### src/rtl/pcx_pkg.sv
// Shared types and constants for the PCX run-length decoder.
package pcx_pkg;

	localparam int PIXEL_COUNT_BITS = 21;
	localparam int HDR_LEN_BITS     = 8;
	localparam int RUN_COUNT_BITS   = 6;
	localparam int CFG_INDEX_BITS   = 2;
	localparam int CFG_DATA_BITS    = PIXEL_COUNT_BITS;

	localparam logic [7:0] RUN_FLAG_MASK  = 8'hC0;
	localparam logic [7:0] RUN_COUNT_MASK = 8'h3F;

	localparam logic [HDR_LEN_BITS-1:0]     HDR_LEN_RESET     = HDR_LEN_BITS'(128);
	localparam logic [PIXEL_COUNT_BITS-1:0] PIXEL_TOTAL_RESET = PIXEL_COUNT_BITS'(400 * 256);

	localparam int CMD_DEPTH    = 4;
	localparam int CMD_PTR_BITS = $clog2(CMD_DEPTH);

	localparam logic [CFG_INDEX_BITS-1:0] REG_HEADER_LENGTH = CFG_INDEX_BITS'(0);
	localparam logic [CFG_INDEX_BITS-1:0] REG_PIXEL_TOTAL   = CFG_INDEX_BITS'(1);

	// One decoded job for the back end: a restart mark and a run of one value.
	typedef struct packed {
		logic                      restart;
		logic [7:0]                value;
		logic [RUN_COUNT_BITS-1:0] count;
	} cmd_t;

	typedef struct packed {
		logic active;
		logic complete;
		logic emit;
	} back_status_t;

endpackage

### src/rtl/pcx_front.sv
// Front end: header skip and run/literal classification of file bytes.
module pcx_front (
	input  logic                              clk,
	input  logic                              arst_n,
	input  logic                              accept,
	input  logic [7:0]                        data_byte,
	input  logic                              first_byte,
	input  logic [pcx_pkg::HDR_LEN_BITS-1:0]  header_length,
	output logic                              cmd_push,
	output pcx_pkg::cmd_t                     cmd
);
	import pcx_pkg::*;

	logic [HDR_LEN_BITS-1:0]   hdr_left_q, hdr_left_d, hdr_eff;
	logic                      awaiting_q, awaiting_d, awaiting_eff;
	logic [RUN_COUNT_BITS-1:0] run_count_q, run_count_d, run_count_eff;

	always_comb begin
		hdr_eff       = first_byte ? header_length : hdr_left_q;
		awaiting_eff  = first_byte ? 1'b0 : awaiting_q;
		run_count_eff = first_byte ? '0 : run_count_q;

		hdr_left_d  = hdr_eff;
		awaiting_d  = awaiting_eff;
		run_count_d = run_count_eff;

		cmd.restart = first_byte;
		cmd.value   = data_byte;
		cmd.count   = '0;

		priority if (hdr_eff != '0) begin
			hdr_left_d = hdr_eff - 1'b1;
		end else if (awaiting_eff) begin
			cmd.count   = run_count_eff;
			awaiting_d  = 1'b0;
			run_count_d = '0;
		end else if ((data_byte & RUN_FLAG_MASK) == RUN_FLAG_MASK) begin
			run_count_d = RUN_COUNT_BITS'(data_byte & RUN_COUNT_MASK);
			awaiting_d  = 1'b1;
		end else begin
			cmd.count = RUN_COUNT_BITS'(1);
		end

		// a restart always goes through so the back end clears its counters
		cmd_push = accept && (cmd.restart || cmd.count != '0);
	end

	always_ff @(posedge clk or negedge arst_n) begin
		if (!arst_n) begin
			hdr_left_q  <= '0;
			awaiting_q  <= 1'b0;
			run_count_q <= '0;
		end else if (accept) begin
			hdr_left_q  <= hdr_left_d;
			awaiting_q  <= awaiting_d;
			run_count_q <= run_count_d;
		end
	end

endmodule

### src/rtl/pcx_cmd_fifo.sv
// Short command queue between the front and back ends.
module pcx_cmd_fifo (
	input  logic          clk,
	input  logic          arst_n,
	input  logic          wr_en,
	input  pcx_pkg::cmd_t wr_cmd,
	output logic          full,
	input  logic          rd_en,
	output logic          rd_valid,
	output pcx_pkg::cmd_t rd_cmd
);
	import pcx_pkg::*;

	cmd_t                    mem_q [CMD_DEPTH];
	logic [CMD_PTR_BITS-1:0] wr_ptr_q, rd_ptr_q;
	logic [CMD_PTR_BITS:0]   level_q;
	logic                    do_wr, do_rd;

	assign full     = (level_q == (CMD_PTR_BITS+1)'(CMD_DEPTH));
	assign rd_valid = (level_q != '0);
	assign rd_cmd   = mem_q[rd_ptr_q];
	assign do_wr    = wr_en && !full;
	assign do_rd    = rd_en && rd_valid;

	always_ff @(posedge clk) begin
		if (do_wr) begin
			mem_q[wr_ptr_q] <= wr_cmd;
		end
	end

	always_ff @(posedge clk or negedge arst_n) begin
		if (!arst_n) begin
			wr_ptr_q <= '0;
			rd_ptr_q <= '0;
			level_q  <= '0;
		end else begin
			if (do_wr) begin
				wr_ptr_q <= wr_ptr_q + 1'b1;
			end
			if (do_rd) begin
				rd_ptr_q <= rd_ptr_q + 1'b1;
			end
			unique case ({do_wr, do_rd})
				2'b10:   level_q <= level_q + 1'b1;
				2'b01:   level_q <= level_q - 1'b1;
				default: level_q <= level_q;
			endcase
		end
	end

endmodule

### src/rtl/pcx_back.sv
// Back end: expands runs into pixels, clips at the pixel total, holds the output word.
module pcx_back (
	input  logic                                 clk,
	input  logic                                 arst_n,
	input  logic [pcx_pkg::PIXEL_COUNT_BITS-1:0] pixel_total,
	input  logic                                 cmd_valid,
	input  pcx_pkg::cmd_t                        cmd,
	output logic                                 cmd_pop,
	input  logic                                 pop,
	output logic                                 empty,
	output logic [7:0]                           pixel_value,
	output logic                                 last_pixel,
	output pcx_pkg::back_status_t                status
);
	import pcx_pkg::*;

	logic [RUN_COUNT_BITS-1:0]   left_q;
	logic [7:0]                  value_q;
	logic [PIXEL_COUNT_BITS-1:0] emitted_q, emitted_inc;
	logic                        complete_q;
	logic                        out_valid_q, out_last_q;
	logic [7:0]                  out_value_q;

	logic active, stop, slot_free, emit, drop, is_last, finish;

	always_comb begin
		active      = (left_q != '0);
		stop        = complete_q || (emitted_q >= pixel_total);
		slot_free   = !out_valid_q || pop;
		emitted_inc = emitted_q + 1'b1;
		is_last     = (emitted_inc == pixel_total);
		drop        = active && stop;
		emit        = active && !stop && slot_free;
		finish      = drop || (emit && (is_last || left_q == RUN_COUNT_BITS'(1)));
		cmd_pop     = cmd_valid && (!active || finish);
	end

	always_ff @(posedge clk or negedge arst_n) begin
		if (!arst_n) begin
			left_q      <= '0;
			emitted_q   <= '0;
			complete_q  <= 1'b1;
			out_valid_q <= 1'b0;
		end else begin
			// a load only happens with no run active or as the current run ends, so it takes precedence
			if (cmd_pop) begin
				left_q <= cmd.count;
			end else if (drop || (emit && is_last)) begin
				left_q <= '0;
			end else if (emit) begin
				left_q <= left_q - 1'b1;
			end
			if (cmd_pop && cmd.restart) begin
				emitted_q  <= '0;
				complete_q <= 1'b0;
			end else if (emit) begin
				emitted_q <= emitted_inc;
				if (is_last) begin
					complete_q <= 1'b1;
				end
			end
			if (emit) begin
				out_valid_q <= 1'b1;
			end else if (pop) begin
				out_valid_q <= 1'b0;
			end
		end
	end

	always_ff @(posedge clk) begin
		if (cmd_pop) begin
			value_q <= cmd.value;
		end
		if (emit) begin
			out_value_q <= value_q;
			out_last_q  <= is_last;
		end
	end

	assign empty           = !out_valid_q;
	assign pixel_value     = out_value_q;
	assign last_pixel      = out_last_q;
	assign status.active   = active;
	assign status.complete = complete_q;
	assign status.emit     = emit;

endmodule

### src/rtl/pcx_rle_decoder.sv
// Top level of the PCX run-length decoder: config registers, front, queue, back.
// Path: with the back end idle, a byte's command is written into the queue, then loaded
// into the back end's run registers, then its pixel word is registered onto the result ports.
// Throughput: one input byte a cycle while the queue has room; a run of n pixels
// occupies the back end, one pixel per cycle while the output register is free or popped.
// Reset: header_length 128, pixel_total 102400, queue and output empty, and every
// byte is discarded until one arrives with first_byte set.
module pcx_rle_decoder (
	input  logic                                 clk,
	input  logic                                 arst_n,
	input  logic                                 push,
	output logic                                 full,
	input  logic [7:0]                           data_byte,
	input  logic                                 first_byte,
	output logic                                 empty,
	input  logic                                 pop,
	output logic [7:0]                           pixel_value,
	output logic                                 last_pixel,
	input  logic                                 cfg_write,
	input  logic [pcx_pkg::CFG_INDEX_BITS-1:0]   cfg_index,
	input  logic [pcx_pkg::CFG_DATA_BITS-1:0]    cfg_data
);
	import pcx_pkg::*;

	logic [HDR_LEN_BITS-1:0]     header_length_q;
	logic [PIXEL_COUNT_BITS-1:0] pixel_total_q;

	logic         accept;
	logic         cmd_push, cmd_valid, cmd_pop;
	cmd_t         cmd_in, cmd_out;
	back_status_t status;

	always_ff @(posedge clk or negedge arst_n) begin
		if (!arst_n) begin
			header_length_q <= HDR_LEN_RESET;
			pixel_total_q   <= PIXEL_TOTAL_RESET;
		end else if (cfg_write) begin
			unique case (cfg_index)
				REG_HEADER_LENGTH: header_length_q <= cfg_data[HDR_LEN_BITS-1:0];
				REG_PIXEL_TOTAL:   pixel_total_q   <= cfg_data[PIXEL_COUNT_BITS-1:0];
				default:           ;
			endcase
		end
	end

	assign accept = push && !full;

	pcx_front u_front (
		.clk           (clk),
		.arst_n        (arst_n),
		.accept        (accept),
		.data_byte     (data_byte),
		.first_byte    (first_byte),
		.header_length (header_length_q),
		.cmd_push      (cmd_push),
		.cmd           (cmd_in)
	);

	pcx_cmd_fifo u_fifo (
		.clk      (clk),
		.arst_n   (arst_n),
		.wr_en    (cmd_push),
		.wr_cmd   (cmd_in),
		.full     (full),
		.rd_en    (cmd_pop),
		.rd_valid (cmd_valid),
		.rd_cmd   (cmd_out)
	);

	pcx_back u_back (
		.clk         (clk),
		.arst_n      (arst_n),
		.pixel_total (pixel_total_q),
		.cmd_valid   (cmd_valid),
		.cmd         (cmd_out),
		.cmd_pop     (cmd_pop),
		.pop         (pop),
		.empty       (empty),
		.pixel_value (pixel_value),
		.last_pixel  (last_pixel),
		.status      (status)
	);

	a_full_has_cmd: assert property (@(posedge clk) disable iff (!arst_n)
		full |-> cmd_valid)
		else $error("queue full with no command readable");

	a_no_emit_when_complete: assert property (@(posedge clk) disable iff (!arst_n)
		status.complete |-> !status.emit)
		else $error("pixel emitted after image completion");

	a_emit_needs_run: assert property (@(posedge clk) disable iff (!arst_n)
		status.emit |-> status.active)
		else $error("pixel emitted with no run in progress");

	a_new_word_after_emit: assert property (@(posedge clk) disable iff (!arst_n)
		status.emit |=> !empty)
		else $error("emitted pixel missing from output register");

endmodule
### config.mk
export PLATFORM = sky130hd
export DESIGN_NAME = pcx_rle_decoder
export DESIGN_NICKNAME = d
export VERILOG_FILES = /design/src/rtl/pcx_pkg.sv /design/src/rtl/pcx_front.sv /design/src/rtl/pcx_cmd_fifo.sv /design/src/rtl/pcx_back.sv /design/src/rtl/pcx_rle_decoder.sv
export SDC_FILE = /design/constraint.sdc
export NUM_CORES = 1
export LEC_CHECK = 0
export ABC_AREA = 1
export BUFFER_PORTS_ARGS = -buffer_cell sky130_fd_sc_hd__buf_2
export CAP_MARGIN = 5
export CORE_MARGIN = 2
export CORE_UTILIZATION = 40
export DETAILED_ROUTE_END_ITERATION = 7
export PLACE_DENSITY_LB_ADDON = 0.05
export SYNTH_ARGS = -nofsm -noshare
export SYNTH_HDL_FRONTEND = slang
export SYNTH_SLANG_ARGS = --single-unit
### constraint.sdc
create_clock -name clk -period 5.9 [get_ports clk]
set_clock_uncertainty 0.1 [all_clocks]
set_input_delay 0.59 -clock clk [delete_from_list [all_inputs] [get_ports clk]]
set_output_delay 0.59 -clock clk [all_outputs]
set_load 0.02 [all_outputs]
==> results of run 1 <==
## cells in the final DEF, fill, tap and decap left out, drive strengths merged
cell and count:
xnor2 2, ha 30, or2 4, o21bai 5, nand3 86, o32ai 1
a41oi 1, mux2i 2, buf 57, inv 139, o22ai 21, o22a 1
dfrtp 75, nor3 7, a21o 1, and3 1, o21ai 96, nor2 119
nand4 12, fa 1, xor2 13, nand2 247, clkbuf 17, a21oi 25
dfstp 5, o211ai 2, clkinv 7, a31oi 1, edfxtp 77, bufinv 1
nand3b 3
## cells by family after synthesis
logic type,Yosys count,share of synthesized area [%]
AO/OA/AOI/OAI,154,9.96
XOR/XNOR,15,1.56
adder cells (fa/ha/maj),31,4.68
buffers and inverters,158,7.37
flip-flops,157,51.2
multiplexers,2,0.237
AND/OR/NAND/NOR,479,25.0
## per-layer routing
metal	GRT usage (%)	share of wire [%]
met5	0	0
met4	4.52	0.95
met3	3.33	3.3
met2	29.5	43
met1	28.4	52
## registers in the layout, summed over array words and instances (netlist names)
signal and flops:
header_length_q 8, pixel_total_q 21, u_back.complete_q 1, u_back.emitted_q 21
u_back.last_pixel 1, u_back.left_q 6, u_back.out_valid_q 1, u_back.pixel_value 8
u_back.value_q 8, u_fifo.level_q 3, u_fifo.mem_q 60, u_fifo.rd_ptr_q 2
u_fifo.wr_ptr_q 2, u_front.awaiting_q 1, u_front.hdr_left_q 8, u_front.run_count_q 6
## path summary, 6_finish.rpt
check / start / depth (start not counted) / slack (ns) / to
max: first_byte / 17 / 1.79 / u_fifo.level_q[2]$_DFFE_PN0P_
max in group asynchronous: arst_n / 2 / 4.66 / u_front.hdr_left_q[0]$_DFFE_PN0P_
min reg2reg: u_back.value_q[6]$_DFFE_PN_ / 0 / 0.32 / u_back.pixel_value[6]$_DFFE_PP_
max reg2reg: header_length_q[0]$_DFFE_PN0P_ / 15 / 2.09 / u_fifo.level_q[2]$_DFFE_PN0P_
min: arst_n / 1 / 0.01 / u_back.emitted_q[17]$_DFFE_PN0P_
min in group clk: cfg_data[15] / 3 / 0.29 / pixel_total_q[15]$_DFFE_PN1P_
## critical path, cell delays in order
cell	delay [ns]
sky130_fd_sc_hd__buf_2	0.32
sky130_fd_sc_hd__inv_1	0.18
sky130_fd_sc_hd__or2_2	0.30
sky130_fd_sc_hd__o21ai_0	0.16
sky130_fd_sc_hd__ha_1	0.26
sky130_fd_sc_hd__nand2_1	0.06
sky130_fd_sc_hd__nor2_1	0.20
sky130_fd_sc_hd__nand2_1	0.24
sky130_fd_sc_hd__inv_1	0.16
sky130_fd_sc_hd__nand2_1	0.27
sky130_fd_sc_hd__a41oi_1	0.32
sky130_fd_sc_hd__o21ai_2	0.16
sky130_fd_sc_hd__ha_1	0.31
sky130_fd_sc_hd__fa_1	0.39
sky130_fd_sc_hd__a21oi_1	0.12
sky130_fd_sc_hd__o21ai_0	0.11
sky130_fd_sc_hd__xor2_1	0.15
## synth_stat cells, drive strengths merged, types with 7 or more instances
cell    count  area, µm²
nand2     247       1000
nand4      12       75.1
edfxtp     77       2310
nor2      119        498
o22ai      21        131
clkbuf     22       82.6
nand3      86        445
inv       132        498
o21ai      96        484
a21oi      25        125
nor3        7       35.0
ha         30        375
dfrtp      75       1880
xor2       13        114
## where the power goes
part           leakage (nW)  switching [mW]  internal, mW
sequential             1.71           0.186          1.45
combinational          2.41            1.05         0.521
clock                 0.304           0.527         0.614
## metrics by stage
| stage | cell area, µm² | hold WS, ns | setup slack [ns] |
|---|---|---|---|
| after CTS | 9600 | 0.0275 | 1.78 |
| after detailed placement | 8970 | 0.307 | 1.33 |
| after global placement | 8970 | 0.302 | 1.49 |
| after floorplan | 8440 | 0.194 | 2.28 |
| after global routing | 9600 | 0.0372 | 1.33 |
| final | 9600 | 0.00983 | 1.79 |
## area by class of cell
cell class	count	area [µm²]
fill	2081	11300
sequential	157	4320
clock inverter	15	196
multi-input combinational	681	3500
tap	275	344
inverter	132	498
clock buffer	17	425
timing repair buffer	57	313
==> qor.yml, run 1 <==
status:
  outcome: "completed"
sta:
  slew_headroom_pct: 34.7
  fmax_mhz: 243
  totalNegativeSetupSlack_ns: 0
  layout_min_cycle_time_ns: 4.11
  rsz0062_at_grt: "false"
  setup_viol_count_final: 0
  final-max-slew-violation-count: 0
  final_min_period_over_clock_period_pct: 69.6
  measured_slew_at_the_worst_slew_check_pin_ns: 0.978
  hold_violations: 0
cells_and_area:
  relative_area_change_from_synthesis_to_final_layout_pct: 13.7
  layout.nets: 1114
  post_layout_nonfiller_instances: 1334
  insertedDiodeCount: 0
  final_layout_size_suffix_gt1_share_pct: 14.2
  utilization_pct: 45.9
clock_network:
  cts.path.max_buffers: 2
  ctsHoldBuffers: 0
  cts_resized: 0
  cts.reportedPaths.clkPinSlew_ns: 0.07
  root_buffer: "sky130_fd_sc_hd__clkbuf_16"
  insertion_delay_to_the_later_sink_of_the_worst_skew_pair_ns: 0.43
  post-cts-setup-buffer-count: 0
  numCtsBuffers: 17
  tritoncts: "built"
  htree_levels: 4
  cts_sinks: 157
synthesis:
  synth_nets: 1064
  ys_warn_count: 0
  post_synthesis_sequential_area_ratio_pct: 51.2
  ys_seq_elements: 157
  avgSynthCellArea_um2: 8.47
  commonest_register_cell_after_synthesis: "sky130_fd_sc_hd__edfxtp_1"
  synth-edff-count: 77
  post_synth_num_cell_types: 41
  synth_async_sr_flop_share_pct: 51.0
  syn_area_um2: 8440
  netlist_instances: 996
detailed_routing:
  detail-route-antenna-nets: 0
  vias: 6627
  drt-vias-per-instance: 4.97
  wl_um: 20200
  first_pass_iters: 5
  avgRoutedWirePerCell_um: 15.2
  detail_route.iter0.violations: 421
  remaining_drc_errors: 0
worst_setup_path:
  worst-endpoint-arrival_ns: 4.32
  cp_data_required_time_ns: 6.11
  start_kind: "input port"
  cp-end-kind: "register"
  worstPathMaxFanout: 21
  criticalPathCategory: "input port to register"
job:
  drv_cap: 0
placement:
  buffer_ports.inserted: 47
  numPlacedInstances: 1302
  place_hpwl_um: 14200
  gp_routability_congestion: 0.847
pwr:
  vdd.ir_drop.worst_mv: 0.212
  totalPowerFinal_mw: 4.34
  static-leakage-power_nw: 4.43
  power.density_nw_per_um2: 452
floorplanning:
  chipHeight_um: 149
  fp.dieArea_um2: 22300
  die_extent_in_x_um: 149
  placement_rows: 53
  initial_cell_density_of_the_core_pct: 40.4
  floorplan.core_area_um2: 20900
  ios: 48
grt:
  antenna_violations_before_repair: 0
  gr-usage-all-layers_pct: 19.2
  grt_first_pass_wirelength_um: 33100
  number_of_global_route_vias_before_repair: 6347
  grt_max_degree: 49
  global_route.overflow_total: 0
min_path:
  min_path_type: "input port to asynchronous set/reset pin"
Note: power is estimated with default switching activity, not from simulation.
==> inputs of run 2 (changes only) <==
Clock period 5.9 ns to 4.2 ns, I/O delays scaled along.
==> run 2 against run 1 <==
  * Worst setup slack lost 1.2 ns
  * Cell count rose by 0.37%
  * Hold slack better by 0.11 ns
  * Via count shrank 0.57%
  * Sequential cell count unchanged
  * Non-clock buffer count rose by 5
  * Register-to-register slack worse by 1.5 ns
  * Routed wire length rose by 1.2%
  * Critical endpoint unchanged
==> qor.yml, run 2 (synthesis results as in run 1) <==
worst_setup_path:
  cp-end-kind: "register"
  reg2reg_depth: 21
  worst-endpoint-arrival_ns: 3.86
  criticalPathCategory: "register to register"
  rrSetupSlack_ns: 0.54
  r2r-start: "u_back.emitted_q[1]$_DFFE_PN0P_"
  cp_data_required_time_ns: 4.40
  r2r_end: "u_fifo.level_q[2]$_DFFE_PN0P_"
  worstPathMaxFanout: 15
  start_kind: "register"
clock_network:
  root_buffer: "sky130_fd_sc_hd__clkbuf_16"
  insertion_delay_to_the_later_sink_of_the_worst_skew_pair_ns: 0.43
  tritoncts: "built"
  cts.path.max_buffers: 2
  numCtsBuffers: 17
  cts.reportedPaths.clkPinSlew_ns: 0.07
  cts_sinks: 157
  cts_resized: 0
  htree_levels: 4
cells_and_area:
  final_cell_area_um2: 9620
  largestRegisters: "u_fifo.mem_q x60, pixel_total_q x21, u_back.emitted_q x21"
  ff_latch_area_um2: 4320
  register_with_the_most_flip_flops: "u_fifo.mem_q"
  multiInputGateArea_um2: 3500
  layout.nets: 1119
  final_layout_size_suffix_gt1_share_pct: 14.5
  fill_cells: 2102
  final_cell_mix: "225 x sky130_fd_sc_hd__nand2_1, 116 x sky130_fd_sc_hd__inv_1, 111 x sky130_fd_sc_hd__nor2_1"
  largest_register_ffs: 60
  mostFrequentLayoutCell: "sky130_fd_sc_hd__nand2_1"
  insertedDiodeCount: 0
  relative_area_change_from_synthesis_to_final_layout_pct: 14.0
  utilization_pct: 46.1
floorplanning:
  chipHeight_um: 149
  placement_rows: 53
  floorplan.core_area_um2: 20900
  initial_cell_density_of_the_core_pct: 40.4
  die_extent_in_x_um: 149
  ios: 48
  fp.dieArea_um2: 22300
job:
  drv_cap: 0
pwr:
  vdd.ir_drop.worst_mv: 0.291
  power.density_nw_per_um2: 635
  static-leakage-power_nw: 4.44
detailed_routing:
  drt-vias-per-instance: 4.92
  detail_route.iter0.violations: 440
  wl_um: 20500
  detail-route-antenna-nets: 0
  avgRoutedWirePerCell_um: 15.3
  first_pass_iters: 5
  remaining_drc_errors: 0
  vias: 6589
sta:
  hold_ws_ns: 0.120
  totalNegativeSetupSlack_ns: 0
  fmax_mhz: 274
  layout_min_cycle_time_ns: 3.66
  final_min_period_over_clock_period_pct: 87.0
  final-max-slew-violation-count: 0
  hold_violations: 0
  slew_headroom_pct: 29.2
  rsz0062_at_grt: "false"
  measured_slew_at_the_worst_slew_check_pin_ns: 1.06
  setup_viol_count_final: 0
grt:
  number_of_global_route_vias_before_repair: 6565
  gr-usage-all-layers_pct: 19.9
  grt_first_pass_wirelength_um: 34200
  grt_max_degree: 46
  global_route.overflow_total: 0
  antenna_violations_before_repair: 0
placement:
  place_hpwl_um: 14600
  gp_routability_congestion: 0.847
  buffer_ports.inserted: 47
  standard_cell_area_after_detailed_placement_um2: 9000
min_path:
  hold-path-endpoint: "pixel_total_q[15]$_DFFE_PN1P_"
  min_path_type: "input port to register"
  startpoint_of_the_tightest_hold_check_path: "cfg_data[15]"
  min_path_cells: 3
status:
  outcome: "completed"
## run 2: through the flow
step,setup slack [ns],total power [mW],std cells
floorplan,0.750,3.92,996
global placement,0.383,4.56,1306
detailed placement,0.315,4.57,1306
CTS,0.541,6.18,1339
global route,0.143,6.65,1339
finish,0.544,6.11,1339
## run 2: what timing repair did
item,4_1_cts,5_1_grt
endpoints found under the hold margin,40,0
setup buffers,0,0
endpoints found under the setup margin,0,0
hold buffers,1,0
## run 2: area by class of cell
type / count / share of cell area (%)
Sequential cell: 157 / 44.9
Multi-Input combinational cell: 681 / 36.4
Inverter: 132 / 5.18
Clock buffer: 17 / 4.42
Timing Repair Buffer: 62 / 3.67
Tap cell: 275 / 3.58
Clock inverter: 15 / 1.87
## run 2: worst max-delay path by stage
stage / from / endpoint / slack, ns
after detailed placement: first_byte / u_fifo.level_q[2]$_DFFE_PN0P_ / 0.31
after global placement: first_byte / u_fifo.level_q[2]$_DFFE_PN0P_ / 0.38
after floorplan: first_byte / u_fifo.level_q[2]$_DFFE_PN0P_ / 0.75
final: u_back.emitted_q[1]$_DFFE_PN0P_ / u_fifo.level_q[2]$_DFFE_PN0P_ / 0.54
after global routing: u_back.emitted_q[1]$_DFFE_PN0P_ / u_fifo.level_q[2]$_DFFE_PN0P_ / 0.14
after CTS: u_back.emitted_q[1]$_DFFE_PN0P_ / u_fifo.level_q[2]$_DFFE_PN0P_ / 0.54
## run 2: worst max-delay path, cell delays in order (launching register included)
cell	delay [ns]
sky130_fd_sc_hd__dfrtp_1	0.44
sky130_fd_sc_hd__ha_1	0.27
sky130_fd_sc_hd__nand2_2	0.13
sky130_fd_sc_hd__nor2_8	0.21
sky130_fd_sc_hd__nand2_4	0.11
sky130_fd_sc_hd__o21bai_2	0.21
sky130_fd_sc_hd__nand2_1	0.11
sky130_fd_sc_hd__nand2_1	0.07
sky130_fd_sc_hd__nand2_1	0.05
sky130_fd_sc_hd__nand3_1	0.10
sky130_fd_sc_hd__nor2_1	0.05
sky130_fd_sc_hd__nand3_1	0.11
sky130_fd_sc_hd__nand2_1	0.08
sky130_fd_sc_hd__nand2_2	0.08
sky130_fd_sc_hd__nand2_4	0.08
sky130_fd_sc_hd__nand2_4	0.17
sky130_fd_sc_hd__inv_4	0.13
sky130_fd_sc_hd__ha_1	0.24
sky130_fd_sc_hd__fa_1	0.38
sky130_fd_sc_hd__a21oi_1	0.13
sky130_fd_sc_hd__o21ai_0	0.11
sky130_fd_sc_hd__xor2_1	0.15
## run 2: power by group
group	leakage, nW	total (mW)	switching [mW]	internal [mW]
logic	2.44	2.23	1.48	0.746
registers	1.71	2.30	0.264	2.03
clock network	0.293	1.59	0.688	0.899
## run 2: per-layer routing
layer  global-route usage, %  vias to the layer above  share of wire, %
met3                    3.39                       14               3.3
met4                    4.38                        0              0.73
met5                       0                        -                 0
met1                    29.0                     3111                51
li1                        -                     3385                 -
met2                    31.3                       79                45
